===== src/rtl/cosine_pade_rational_top_macros.svh =====
// Assertion macros for the cosine Pade block; clk_i and rst_ni are in scope.
`ifndef COSINE_PADE_RATIONAL_TOP_MACROS_SVH
`define COSINE_PADE_RATIONAL_TOP_MACROS_SVH

// same-cycle implication
`define CPR_ASSERT_NOW(lbl, ante, cons, msg) \
  lbl: assert property (@(posedge clk_i) disable iff (!rst_ni) (ante) |-> (cons)) \
    else $error(msg);

// next-cycle implication
`define CPR_ASSERT_NEXT(lbl, ante, cons, msg) \
  lbl: assert property (@(posedge clk_i) disable iff (!rst_ni) (ante) |=> (cons)) \
    else $error(msg);

`endif


===== src/rtl/cpr_pkg.sv =====
// ----------------------------------------------------------------------------
// cpr_pkg
// Shared constants and types of the cosine Pade rational block.
// ----------------------------------------------------------------------------
`default_nettype none

package cpr_pkg;

  localparam int unsigned DATA_WIDTH_DEF = 32;

  // powers of x are unsigned Q.32
  localparam int unsigned PW_FRAC = 32;
  localparam int unsigned X2W     = 37;
  localparam int unsigned X4W     = 41;
  localparam int unsigned X6W     = 45;
  localparam int unsigned SW      = 64;   // polynomial sums
  localparam int unsigned RW      = 66;   // divider remainder
  localparam int unsigned IB      = 3;    // integer quotient bits

  localparam logic [SW-1:0] C0  = 64'd39251520 << PW_FRAC;
  localparam logic [24:0]   NC1 = 25'd18471600;
  localparam logic [20:0]   NC2 = 21'd1075032;
  localparam logic [13:0]   NC3 = 14'd14615;
  localparam logic [20:0]   DC1 = 21'd1154160;
  localparam logic [14:0]   DC2 = 15'd16632;
  localparam logic [6:0]    DC3 = 7'd127;

  typedef struct packed {
    logic full;
    logic empty;
  } q_stat_t;

endpackage

`default_nettype wire


===== src/rtl/cpr_front.sv =====
// ----------------------------------------------------------------------------
// cpr_front
// Input register: takes the angle word and forms its magnitude.
// ----------------------------------------------------------------------------
`default_nettype none

module cpr_front #(
  parameter int unsigned DW = cpr_pkg::DATA_WIDTH_DEF
) (
  input  wire logic          clk_i,
  input  wire logic          rst_ni,
  input  wire logic          in_valid_i,
  output logic               in_stall_o,
  input  wire logic [DW-1:0] angle_i,
  input  wire logic          push_ok_i,
  output logic               push_o,
  output logic [DW-1:0]      mag_o
);

  logic          v_q, v_d;
  logic [DW-1:0] mag_q;
  logic          take;

  assign push_o     = v_q && push_ok_i;
  assign in_stall_o = v_q && !push_ok_i;
  assign take       = in_valid_i && !in_stall_o;
  assign mag_o      = mag_q;

  always_comb begin
    v_d = v_q;
    if (push_o) v_d = 1'b0;
    if (take)   v_d = 1'b1;
  end

  always_ff @(posedge clk_i or negedge rst_ni) begin
    if (!rst_ni) v_q <= 1'b0;
    else         v_q <= v_d;
  end

  // most negative code becomes 2^(DW-1) as unsigned
  always_ff @(posedge clk_i) begin
    if (take) mag_q <= angle_i[DW-1] ? (~angle_i + 1'b1) : angle_i;
  end

endmodule

`default_nettype wire


===== config.mk =====
export PLATFORM = sky130hd
export DESIGN_NAME = cpr_front
export DESIGN_NICKNAME = d
export VERILOG_FILES = /design/src/rtl/cosine_pade_rational_top_macros.svh /design/src/rtl/cpr_pkg.sv /design/src/rtl/cpr_front.sv
export SDC_FILE = /design/constraint.sdc
export NUM_CORES = 1
export LEC_CHECK = 0
export BUFFER_PORTS_ARGS = -buffer_cell sky130_fd_sc_hd__buf_2
export CAP_MARGIN = 20
export CORE_ASPECT_RATIO = 0.75
export CORE_UTILIZATION = 45
export CTS_CLUSTER_DIAMETER = 120
export DETAILED_ROUTE_END_ITERATION = 7
export GPL_TIMING_DRIVEN = 0
export PLACE_DENSITY = 0.76
export RECOVER_POWER = 50
export SLEW_MARGIN = 20
export SYNTH_ARGS = -nofsm -noshare
export SYNTH_HDL_FRONTEND = slang
export SYNTH_SLANG_ARGS = --single-unit

===== constraint.sdc =====
create_clock -name clk_i -period 2.14 [get_ports clk_i]
set_input_delay 0.321 -clock clk_i [delete_from_list [all_inputs] [get_ports clk_i]]
set_output_delay 0.321 -clock clk_i [all_outputs]
set_load 0.005 [all_outputs]

==> results.ini <==
[global_routing]
met2_usage_pct = 27.5
met1_usage_pct = 22.4
busiest_layer = met2
grt_start_max_net_pins = 33
grt_pass1_wl_um = 5460
met3_usage_pct = 7.54
grt.overflow.total = 0
grt_pass1_vias = 1204
antenna_found_initial = 0
track_usage_pct = 18.0

[worst_setup_path]
crit_arrival_ps = 1800
worstPathBufferInverterCount = 1
crit_path_cell_trace = clkbuf_1 > nor4_4 > nand4_1 > o41ai_2 > xnor2_1
critical-path-max-stage-delay_ps = 480
cp_data_required_time_ps = 2160
endpoint_kind = flop
worstSetupStartpoint = angle_i[5]
critPathTopFamily = simple AND/OR/NAND/NOR gates
path_class = input port to flop
cp-start-kind = input port
slowest_stage = nor4_4
reg2reg_from = v_q$_DFFE_PN0P_
crit_fanout = 6

[die]
die_h_um = 56.5
core_um2 = 3730
die_area_um2 = 4220
num_rows = 19
fp.dieW_um = 74.7
io_pins = 70
initial_utilization_pct = 47.8

[finish]
drive_above_1_share_pct = 31.0
final_area_um2 = 2250
final_net_count = 250
n_antenna_cell = 0
area.growth.synth_to_final_pct = 26.4
n_fill_cell = 357

[sta]
hold_viol = 0
finalSetupTns_ps = 0
fmax_mhz = 564
rsz0062_at_grt = no
setup_violations = 0
holdWs_ps = 235
maxSlewHeadroom_pct = 52.1
fin_crit_ps = 1770
fin_crit_sh_pct = 82.8
worst_pin_slew_ps = 718
timing.clock.skew_ps = 5.74
fin_ws_ps = 368
finalMaxSlewViolations = 0

[synth]
syn_nets = 173
ys_types = 28
synth_area_per_cell_um2 = 13.2
ys_seq_elements = 33
ys_warn_count = 0
ys_top_cells_by_area = edfxtp_1 54%, xnor2_1 14%, o41ai_2 5.5%
synth_most_common_cell = edfxtp_1
synth-main-ff-cell = edfxtp_1
syn-instance-count = 135
yosysTopAreaCell = edfxtp_1
synth.yosys.seq_area_share_pct = 55.3
post-synth-top-area-fraction_pct = 53.9
synth-edff-count = 32
syn-cell-area_um2 = 1780
async_flop_share_pct = 3.03
synth_common_cells = 32 x edfxtp_1, 29 x xnor2_1, 12 x nand2_1

[run_status]
outcome = complete, no violations

[detailed_routing]
final_antenna_net_count = 0
wirelength_um = 3530
num_vias = 1341
wire_per_inst_um = 13.3
drt-vias-per-instance = 5.06
firstDrtPassIters = 4
drtIter0Drc = 79
drc_errors = 0

[clock_network]
cts_buffers = 5
h-tree-depth = 2
cts_tree = built
cts_root_buf = clkbuf_8
clk_latency_ps = 280
clock-sinks = 33
path_clk_slew_ps = 60
clockBufferDepth = 2

[place]
port_buffers = 69
gp_congestion = 0.747
hpwlAfterDp_um = 2590
place_area_um2 = 2200
dp_slack_ps = 139

[power_and_ir_drop]
p_total_mw = 1.45
pwr_density_cell_nw_per_um2 = 642
p_leak_nw = 0.792
irDropWorstVdd_uv = 348

[hold_path]
hold_class = input port to flop
min-delay-start = in_valid_i

[flow_run]
max_cap_violations = 0

==> through the flow <==
step                std cells  utilization, %
detailed placement        256            58.8
CTS                       265            61.2
floorplan                 135               -
global route              265            60.4
finish                    265            60.4
global placement          256            58.8
==> placed cells by master (no fill, tap or decap), types with 3 or more instances in the layout <==
master,count
buf_2,49
edfxtp_1,32
xnor2_1,29
clkbuf_1,24
nand2_1,12
o31ai_1,10
o21ai_0,8
o41ai_2,6
nor2_1,5
clkbuf_8,5
inv_1,3
nand2b_1,3
==> state kept, by name, summed over array words and instances (netlist names) <==
name / count
mag_o: 32
v_q: 1
==> worst paths after layout <==
path | to | slack (ps) | cells after the start
worst max-delay path | mag_o[28]$_DFFE_PP_ | 370 | 5
min in group asynchronous | v_q$_DFFE_PN0P_ | 360 | 2
worst max register to register | mag_o[16]$_DFFE_PP_ | 640 | 2
max in group asynchronous | v_q$_DFFE_PN0P_ | 1690 | 2
worst min-delay path | v_q$_DFFE_PN0P_ | 230 | 2
worst min register to register | v_q$_DFFE_PN0P_ | 530 | 2
==> cell type report <==
class | instances | area, µm² | share of cell area [%]
multi-input combinational | 96 | 771 | 34.2
inverter | 3 | 11.3 | 0.499
buffer | 3 | 11.3 | 0.499
clock buffer | 8 | 80.1 | 3.55
tap | 52 | 65.1 | 2.89
sequential | 33 | 986 | 43.7
timing repair buffer | 70 | 330 | 14.7
==> per-layer routing <==
layer / wire, µm / vias up
met4: 42 / 0
li1: - / 668
met3: 218 / 6
met1: 1630 / 617
met5: 0 / -
met2: 1640 / 50
==> worst reg2reg max path, stage by stage (launching register included) <==
cell and delay [ps]:
dfrtp_1 370, nand2b_1 110, and2_2 640
==> cells by family after synthesis <==
family          count (synthesis)  share of synthesized area (%)
fa+ha+maj                       2                           1.40
xor+xnor                       29                           14.2
simple gates                   39                           14.7
buf+inv                         6                           1.26
flops                          33                           55.3
compound gates                 26                           13.1
==> what timing repair did <==
item                                    4_1_cts  5_1_grt
setup buffers                                 0        0
hold buffers                                  1        0
endpoints found under the setup margin        0        0
hold endpoints to repair                      1        0
resized for setup                             0        0
==> power by group <==
part           internal [mW]  switching, mW  total, mW
combinational          0.105          0.126      0.231
sequential             0.772         0.0100      0.782
clock                  0.231          0.204      0.435
total                   1.11          0.341       1.45
Note: power is estimated with default switching activity, not from simulation.
