$ cat src/rtl/cosine_pade_rational_top_macros.svh
// Assertion macros for the cosine Pade block; clk_i and rst_ni are in scope.
`ifndef COSINE_PADE_RATIONAL_TOP_MACROS_SVH
`define COSINE_PADE_RATIONAL_TOP_MACROS_SVH

// same-cycle implication
`define CPR_ASSERT_NOW(lbl, ante, cons, msg) \
  lbl: assert property (@(posedge clk_i) disable iff (!rst_ni) (ante) |-> (cons)) \
    else $error(msg);

// next-cycle implication
`define CPR_ASSERT_NEXT(lbl, ante, cons, msg) \
  lbl: assert property (@(posedge clk_i) disable iff (!rst_ni) (ante) |=> (cons)) \
    else $error(msg);

`endif

$ cat src/rtl/cpr_pkg.sv
// ----------------------------------------------------------------------------
// cpr_pkg
// Shared constants and types of the cosine Pade rational block.
// ----------------------------------------------------------------------------
`default_nettype none

package cpr_pkg;

  localparam int unsigned DATA_WIDTH_DEF = 32;

  // powers of x are unsigned Q.32
  localparam int unsigned PW_FRAC = 32;
  localparam int unsigned X2W     = 37;
  localparam int unsigned X4W     = 41;
  localparam int unsigned X6W     = 45;
  localparam int unsigned SW      = 64;   // polynomial sums
  localparam int unsigned RW      = 66;   // divider remainder
  localparam int unsigned IB      = 3;    // integer quotient bits

  localparam logic [SW-1:0] C0  = 64'd39251520 << PW_FRAC;
  localparam logic [24:0]   NC1 = 25'd18471600;
  localparam logic [20:0]   NC2 = 21'd1075032;
  localparam logic [13:0]   NC3 = 14'd14615;
  localparam logic [20:0]   DC1 = 21'd1154160;
  localparam logic [14:0]   DC2 = 15'd16632;
  localparam logic [6:0]    DC3 = 7'd127;

  typedef struct packed {
    logic full;
    logic empty;
  } q_stat_t;

endpackage

`default_nettype wire

$ cat src/rtl/cpr_fifo.sv
// ----------------------------------------------------------------------------
// cpr_fifo
// Two-entry queue between the front register and the arithmetic pipeline.
// ----------------------------------------------------------------------------
`default_nettype none

module cpr_fifo #(
  parameter int unsigned W = cpr_pkg::DATA_WIDTH_DEF
) (
  input  wire logic         clk_i,
  input  wire logic         rst_ni,
  input  wire logic         push_i,
  input  wire logic [W-1:0] data_i,
  input  wire logic         pop_i,
  output logic [W-1:0]      data_o,
  output cpr_pkg::q_stat_t  stat_o
);

  logic [W-1:0] mem [2];
  logic         wp_q, rp_q;
  logic [1:0]   cnt_q, cnt_d;

  assign stat_o.full  = cnt_q[1];
  assign stat_o.empty = (cnt_q == 2'd0);
  assign data_o       = mem[rp_q];

  always_comb begin
    cnt_d = cnt_q;
    if (push_i && !pop_i) cnt_d = cnt_q + 2'd1;
    if (pop_i && !push_i) cnt_d = cnt_q - 2'd1;
  end

  always_ff @(posedge clk_i or negedge rst_ni) begin
    if (!rst_ni) begin
      wp_q  <= 1'b0;
      rp_q  <= 1'b0;
      cnt_q <= 2'd0;
    end else begin
      if (push_i) wp_q <= ~wp_q;
      if (pop_i)  rp_q <= ~rp_q;
      cnt_q <= cnt_d;
    end
  end

  always_ff @(posedge clk_i) begin
    if (push_i) mem[wp_q] <= data_i;
  end

endmodule

`default_nettype wire

$ cat config.mk
export PLATFORM = sky130hd
export DESIGN_NAME = cpr_fifo
export DESIGN_NICKNAME = d
export VERILOG_FILES = /design/src/rtl/cosine_pade_rational_top_macros.svh /design/src/rtl/cpr_pkg.sv /design/src/rtl/cpr_fifo.sv
export SDC_FILE = /design/constraint.sdc
export NUM_CORES = 1
export LEC_CHECK = 0
export BUFFER_PORTS_ARGS = -buffer_cell sky130_fd_sc_hd__buf_4
export CAP_MARGIN = 20
export CORE_ASPECT_RATIO = 1.25
export CORE_MARGIN = 3
export CORE_UTILIZATION = 56
export DETAILED_ROUTE_END_ITERATION = 16
export PLACE_DENSITY = 0.84
export REMOVE_ABC_BUFFERS = 1
export SYNTH_ARGS = -nofsm -noshare
export SYNTH_HDL_FRONTEND = slang
export SYNTH_SLANG_ARGS = --single-unit
export TNS_END_PERCENT = 5
$ cat constraint.sdc
create_clock -name clk_i -period 4.4 [get_ports clk_i]
set_input_delay 0.44 -clock clk_i [delete_from_list [all_inputs] [get_ports clk_i]]
set_output_delay 0.44 -clock clk_i [all_outputs]
set_load 0.05 [all_outputs]
==> run summary, run 1 <==
==========================================================================================
Power density relative to cell area ......................................... 738.5 mW/mm^2
Vias ........................................................................         1262
TritonCTS sink count ........................................................           68
Share of power burned in combinational logic ................................        42.8%
Floorplan die area .......................................................... 0.005594 sq mm
Global-route wire length before repair ......................................      6582 um
Crit path max-delay cell type ............................................... sky130_fd_sc_hd__dfrtp_2
Ports .......................................................................           70
Crit path capture type ......................................................  output port
Placed Instance Area ........................................................ 0.003176 sq mm
Commonest non-fill, non-tap cell in the layout .............................. sky130_fd_sc_hd__buf_4
Fraction of layout instances using a drive strength above 1 .................       58.59%
Global placer's final weighted congestion ...................................       0.6295
Count of endpoints failing setup in the final report ........................            0
Achievable frequency ........................................................   0.4189 GHz
Global Route met2 Usage .....................................................       28.79%
Net switching share of the total power ......................................       38.93%
Inserted Clock Buffers ......................................................            9
Setup Crit Path Kind ........................................................ flip-flop to output port
Worst Clk Skew ..............................................................     2.266 ps
Sum of negative setup slack .................................................         0 ps
Met3 capacity usage during global routing ...................................       4.871%
Iteration-0 DRC count of the detailed router ................................           42
Final Slew Violations .......................................................            0
Footprint of the flip-flops and latches ..................................... 0.002023 sq mm
Drt wl/cell .................................................................     16.46 um
Crit path DAT ...............................................................      1950 ps
Worst-margin pin slew .......................................................     973.3 ps
Chip Width ..................................................................     67.50 um
Most frequent cells in the layout ........................................... sky130_fd_sc_hd__buf_4 (70), sky130_fd_sc_hd__edfxtp_1 (64), sky130_fd_sc_hd__mux2_4 (29)
Worst min-delay path class .................................................. input pin to flip-flop
Area growth from synthesis to layout ........................................       26.80%
Net switching power figure ..................................................    0.9651 mW
Combined area of the multi-input logic cells ................................  550.5 sq um
Remaining global-route overflow .............................................            0
Internal Dissipation ........................................................     1.514 mW
Hold Violations, Final ......................................................            0
Worst rel slew slack ........................................................       35.11%
Maximum vdd drop ............................................................    0.5701 mV
Simple-gate portion of the synthesized area .................................      0.6616%
DRC violations left .........................................................            0
Antenna violations before repair ............................................            0
Root Buffer ................................................................. sky130_fd_sc_hd__clkbuf_8
TritonCTS clock tree ........................................................          yes
Fill cell total of the finished layout ......................................          280
Adder and majority gate portion of the synthesized area .....................      0.4726%
Largest net degree at the start of global routing ...........................           34
Final design instance area without fill ..................................... 0.003357 sq mm
Mux contribution to synthesized area ........................................       17.72%
Maximum clock path buffer count .............................................            2
Combinational family with the most area after synthesis ..................... multiplexers
Die Y-Extent ................................................................     82.88 um
Run status .................................................................. finished clean
Startpoint of the tightest hold check path ..................................        pop_i
Ant diodes ..................................................................            0
Max incr delay on CP ........................................................      1010 ps
All-layer global routing usage ..............................................       16.61%
Most utilized layer in the global route result ..............................         met2
Static power due to leakage .................................................     1.365 nW
Mapped Cells ................................................................          116
Clock insertion delay at the later pin of the skew report ...................       320 ps
Cells along the critical path ............................................... mux2_2, buf_4
Final period utilization ....................................................       54.26%
Post-synthesis compound-gate area fraction ..................................           0%
Post-synthesis area per instance ............................................  22.82 sq um
Count of nets left with antenna violations after detail routing .............            0
Count of different cell masters after synthesis .............................           13
Number of flip-flops and latches in the synthesized netlist .................           68
Worst-path fanout max .......................................................           33
Effective utilization at floorplan ..........................................       58.93%
RSZ-0062 raised after global routing ........................................        false
Post-CTS setup buffer count .................................................            0
Vias in the first global route ..............................................         1368
Clock edge transition at the registers on the reported setup and hold paths .        60 ps
Max-cap violations ..........................................................            0
Number of cells upsized or downsized after cts ..............................            0
Time the final worst path needs with I/O delays and setup ...................      2387 ps
Sequential share of power ...................................................        39.7%
Portion of total power attributed to the clock network ......................        17.5%
Xor and xnor area share after synthesis .....................................       1.654%
Met1 global-route usage .....................................................       17.87%
Post-DR vias/cell ...........................................................        4.930
Warning count from the yosys run ............................................            0
Number of nets in the final layout ..........................................          230
Port bufs ...................................................................           69
Sequential-to-total area share from yosys stat ..............................       76.37%
CTS HTree Levels ............................................................            3
First-pass iteration count of the detailed router ...........................            4
Worst Path Required .........................................................      3960 ps
Kind of start point of the critical path ....................................    flip-flop
Total core area ............................................................. 0.004493 sq mm
Post-synthesis instance area ................................................ 0.002648 sq mm
Reg2Reg Launch Point ........................................................ wp_q$_DFFE_PN0P_
Sum of routed wire length over all layers ...................................      4215 um
Floorplan row count .........................................................           27
Critical path startpoint .................................................... rp_q$_DFFE_PN0P_
==========================================================================================
## repair_timing
item | CTS | global route
hold buffers | 1 | 0
endpoints found under the hold margin | 4 | 0
setup endpoints to repair | 0 | 0
## cells in the mapped netlist
| master | count | area share [%] |
|---|---|---|
| sky130_fd_sc_hd__xor2_1 | 3 | 0.99 |
| sky130_fd_sc_hd__inv_1 | 1 | 0.14 |
| sky130_fd_sc_hd__ha_1 | 1 | 0.47 |
| sky130_fd_sc_hd__and2_1 | 1 | 0.24 |
| sky130_fd_sc_hd__dfrtp_1 | 4 | 3.8 |
| sky130_fd_sc_hd__mux2_4 | 29 | 16 |
| sky130_fd_sc_hd__mux2_2 | 3 | 1.3 |
| sky130_fd_sc_hd__buf_6 | 1 | 0.43 |
| sky130_fd_sc_hd__xnor2_1 | 2 | 0.66 |
| sky130_fd_sc_hd__edfxtp_1 | 64 | 73 |
| sky130_fd_sc_hd__buf_12 | 3 | 2.3 |
| sky130_fd_sc_hd__nor2_1 | 3 | 0.43 |
| sky130_fd_sc_hd__buf_4 | 1 | 0.28 |
## routing by layer
layer | vias up | wire [um]
met5 | - | 0
met3 | 6 | 200
li1 | 599 | -
met4 | 0 | 75
met1 | 621 | 1502
met2 | 36 | 2437
## state kept, by name, indices dropped and copies added, names as in the netlist
register	cells
cnt_q	2
mem	64
rp_q	1
wp_q	1
## worst paths after layout
kind / to / slack, ps / cells past startpoint
setup / recovery: data_o[31] / 2010 / 2
setup reg to reg: mem[1][24]$_DFFE_PP_ / 2570 / 2
min in group asynchronous: cnt_q[0]$_DFFE_PN0P_ / 450 / 2
max in group asynchronous: rp_q$_DFFE_PN0P_ / 3840 / 2
hold reg to reg: cnt_q[1]$_DFFE_PN0P_ / 500 / 1
hold / removal: rp_q$_DFFE_PN0P_ / 290 / 2
## final cells by class
| type | instances | share of cell area, % |
|---|---|---|
| flip-flops and latches | 68 | 60.27 |
| multi-input cells | 42 | 16.40 |
| repair buffers | 71 | 15.95 |
| clock buffers | 14 | 4.845 |
| well taps | 58 | 2.162 |
| clock inverters | 2 | 0.2609 |
| inverters | 1 | 0.1118 |
## power by group through the flow
| stage | clock, mW | sequential [mW] | combinational [mW] |
|---|---|---|---|
| floorplan | 0 | 0.987 | 0.793 |
| global placement | 0 | 0.989 | 1.06 |
| detailed placement | 0 | 1.00 | 1.07 |
| CTS | 0.445 | 0.988 | 1.07 |
| global route | 0.473 | 1.01 | 1.10 |
| finish | 0.434 | 0.984 | 1.06 |
## kinds of logic (layout without fill, tap and decap cells)
logic type	Yosys count	count (layout)
flip-flops	68	68
XOR/XNOR	5	5
AND/OR/NAND/NOR	4	4
buffers and inverters	6	88
multiplexers	32	32
adder cells (fa/ha/maj)	1	1
## through the flow
step	utilization (%)	power (mW)	setup WS (ps)	hold slack, ps	std cells
global route	74.71	2.582	1895	276.9	256
finish	74.71	2.479	2013	293.8	256
CTS	74.71	2.506	1977	279.3	256
floorplan	-	1.779	2097	144.4	111
global placement	70.68	2.045	2355	235.9	239
detailed placement	70.68	2.073	2338	238.6	239
## worst max-delay path, delay by kind of cell, from the launching register on
| family | cells | cell delay (ps) |
|---|---|---|
| flops | 1 | 1010 |
| mux | 1 | 420 |
| buf+inv | 1 | 190 |
No activity file was read; power rests on OpenSTA's default activity.
==> run 2, diff against run 1 <==
- ABC_AREA: default -> 1
- CORE_UTILIZATION: 56 -> 52
- PLACE_DENSITY: 0.84 -> 0.79
- clock period: 4.4 -> 2.25 ns (I/O delays scaled with it)
==> run 2 against run 1 <==
- combinational power grew 130%
- final cell count grew 30%
- highest routed layer unchanged
- non-clock buffer count rose by 5
- largest cell class unchanged
- largest power group unchanged
==> run summary, run 2 <==
==========================================================================================
Run status .................................................................. finished clean
All-layer global routing usage ..............................................       16.74%
Fraction of layout instances using a drive strength above 1 .................       42.12%
Inserted Clock Buffers ......................................................            9
Remaining global-route overflow .............................................            0
Fraction of the core area covered by cells at the end of the flow ...........       71.09%
EDFF count, synth ...........................................................           64
Crit path capture type ......................................................  output port
Post-synthesis instance area ................................................ 0.002705 sq mm
Sum of net half-perimeters after detailed placement .........................      3260 um
First-pass iteration count of the detailed router ...........................            4
Largest cells by area after synthesis ....................................... sky130_fd_sc_hd__edfxtp_1 (71%), sky130_fd_sc_hd__o21ai_2 (8.7%), sky130_fd_sc_hd__inv_1 (5.3%)
Kind of start point of the critical path ....................................    flip-flop
Global-route wire length before repair ......................................      7527 um
Sum of negative setup slack .................................................         0 ps
Worst Clk Skew ..............................................................     5.881 ps
RSZ-0062 raised after global routing ........................................        false
Maximum vdd drop ............................................................     1.253 mV
Most frequent cells in the layout ........................................... sky130_fd_sc_hd__buf_4 (74), sky130_fd_sc_hd__edfxtp_1 (64), sky130_fd_sc_hd__inv_1 (38)
Final Slew Violations .......................................................            0
Crit path setup slack, layout ...............................................     348.1 ps
Commonest non-fill, non-tap cell in the layout .............................. sky130_fd_sc_hd__buf_4
Root Buffer ................................................................. sky130_fd_sc_hd__clkbuf_8
Count of different cell masters after synthesis .............................           15
Total core area ............................................................. 0.004870 sq mm
Worst-margin pin slew .......................................................     462.1 ps
Cells along the critical path ............................................... buf_4, nand2_1, o21ai_2, buf_4
Worst-path fanout max .......................................................           21
Post-DR vias/cell ...........................................................        4.796
Sum of routed wire length over all layers ...................................      4593 um
Drt wl/cell .................................................................     13.79 um
Combined area of the multi-input logic cells ................................  465.4 sq um
Startpoint of the tightest hold check path ..................................    data_i[1]
Max incr delay on CP ........................................................       640 ps
Crit path DAT ...............................................................      1680 ps
Cell types with the highest counts after synthesis .......................... sky130_fd_sc_hd__edfxtp_1 (64), sky130_fd_sc_hd__inv_1 (38), sky130_fd_sc_hd__nand2_1 (37)
Floorplan die area .......................................................... 0.006109 sq mm
Worst Path Required .........................................................      2030 ps
Cell type contributing the most total cell area after synthesis ............. sky130_fd_sc_hd__edfxtp_1
Fin Hold WS .................................................................     72.19 ps
Largest register FFs ........................................................           64
Largest net degree at the start of global routing ...........................           22
Static power due to leakage .................................................     1.498 nW
Crit path max-delay cell type ............................................... sky130_fd_sc_hd__dfrtp_2
Die Y-Extent ................................................................     86.64 um
Dpl ws ......................................................................     687.2 ps
Max-cap violations ..........................................................            0
Ports .......................................................................           70
Sequential-to-total area share from yosys stat ..............................       74.75%
Antenna violations before repair ............................................            0
Hold worst-path end ......................................................... mem[1][1]$_DFFE_PP_
Achievable frequency ........................................................   0.5258 GHz
Chip Width ..................................................................     70.51 um
Top-count cell post-synth ................................................... sky130_fd_sc_hd__edfxtp_1
Footprint of the flip-flops and latches ..................................... 0.002023 sq mm
Port bufs ...................................................................           69
Depth of the worst register-to-register path ................................            3
Warning count from the yosys run ............................................            0
TritonCTS sink count ........................................................           68
Clock insertion delay at the later pin of the skew report ...................       330 ps
Area growth from synthesis to layout ........................................       27.98%
Most used flip-flop cell after synthesis .................................... sky130_fd_sc_hd__edfxtp_1
Worst R2R End ............................................................... mem[1][10]$_DFFE_PP_
Async set or reset register ratio after synthesis ...........................       5.882%
Register with the most flip-flops ...........................................          mem
Number of nets in the final layout ..........................................          307
Maximum clock path buffer count .............................................            2
CTS HTree Levels ............................................................            3
Register-to-register setup slack ............................................       800 ps
Setup Crit Path Kind ........................................................ flip-flop to output port
TritonCTS clock tree ........................................................          yes
Ant diodes ..................................................................            0
Worst min-delay path class .................................................. input pin to flip-flop
Hold Violations, Final ......................................................            0
Power density relative to cell area ......................................... 1501 mW/mm^2
Mapped Cells ................................................................          191
Iteration-0 DRC count of the detailed router ................................           58
Hold Path Stages ............................................................            1
Post-synthesis area per instance ............................................  14.16 sq um
Vias in the first global route ..............................................         1669
DRC violations left .........................................................            0
Reg2Reg Launch Point ........................................................ wp_q$_DFFE_PN0P_
Count of endpoints failing setup in the final report ........................            0
Time the final worst path needs with I/O delays and setup ...................      1902 ps
Worst rel slew slack ........................................................       69.12%
Effective utilization at floorplan ..........................................       55.55%
Floorplan row count .........................................................           28
Count of nets left with antenna violations after detail routing .............            0
Number of flip-flops and latches in the synthesized netlist .................           68
Share of the synthesized area in the top cell type ..........................       71.05%
Fill cell total of the finished layout ......................................          348
Registers with the most flip-flops .......................................... mem: 64 flops, cnt_q: 2 flops
Global placer's final weighted congestion ...................................       0.6662
Clock edge transition at the registers on the reported setup and hold paths .        60 ps
Vias ........................................................................         1597
Final period utilization ....................................................       84.53%
Cell occurring most often along the worst timing path ....................... sky130_fd_sc_hd__buf_4
==========================================================================================
==> run 2: final cells by class <==
class,count,share of cell area [%]
sequential,68,58.44
timing repair buffer,76,16.91
multi-input combinational,77,13.44
inverter,38,4.120
clock buffer,10,3.686
tap,60,2.168
clock inverter,4,1.229
==> run 2: worst max-delay path, delay by kind of cell (launching register included) <==
family                 cells  cell delay [ps]
and+or+nand+nor            1              100
AOI/OAI and AO/OA          1               70
DFF                        1              640
buffers and inverters      2              520
==> run 2: where the power goes <==
group	switching, mW	leakage (nW)	total [mW]	internal, mW
Combinational	1.76	0.764	2.48	0.719
Clock	0.393	0.0871	0.882	0.490
Sequential	0.152	0.647	1.84	1.69
==> run 2: cells by family (layout without fill, tap and decap cells) <==
logic type / after synthesis / after routing / synth area share [%]
AOI/OAI and AO/OA: 32 / 32 / 9.667
xor gates and xnor gates: 3 / 3 / 0.9715
adders and majority gates: 1 / 1 / 0.4625
buffers and inverters: 46 / 128 / 8.325
DFF: 68 / 68 / 74.75
and+or+nand+nor: 41 / 41 / 5.828
==> run 2: per-stage QoR <==
step / instance area (sq um) / power, mW / cells
2_1_floorplan: 2623 / 3.570 / 183
3_3_place_gp: 3282 / 4.307 / 318
3_5_place_dp: 3282 / 4.360 / 318
4_1_cts: 3462 / 5.264 / 333
5_1_grt: 3462 / 5.450 / 333
6_report: 3462 / 5.198 / 333
==> run 2: routing by layer <==
layer,global-route usage (%),part of all wire (%),up-vias
met3,5.568,6.3,10
met1,16.06,34,743
met2,31.69,58,46
met4,7.840,2.1,0
met5,0,0,-
li1,-,-,798
==> run 2: repair_timing <==
action / CTS / global route
resized for setup: 0 / 0
endpoints found under the hold margin: 4 / 0
hold buffers: 1 / 0
buffers inserted: 0 / 0
==> run 2: worst max path at each step <==
stage	start	end	slack [ps]	cells past startpoint
after floorplan	rp_q$_DFFE_PN0P_	data_o[24]	-680	1
after global placement	rp_q$_DFFE_PN0P_	data_o[28]	710	4
after detailed placement	rp_q$_DFFE_PN0P_	data_o[28]	690	4
after CTS	rp_q$_DFFE_PN0P_	data_o[28]	320	4
after global routing	rp_q$_DFFE_PN0P_	data_o[20]	240	4
final	rp_q$_DFFE_PN0P_	data_o[20]	350	4
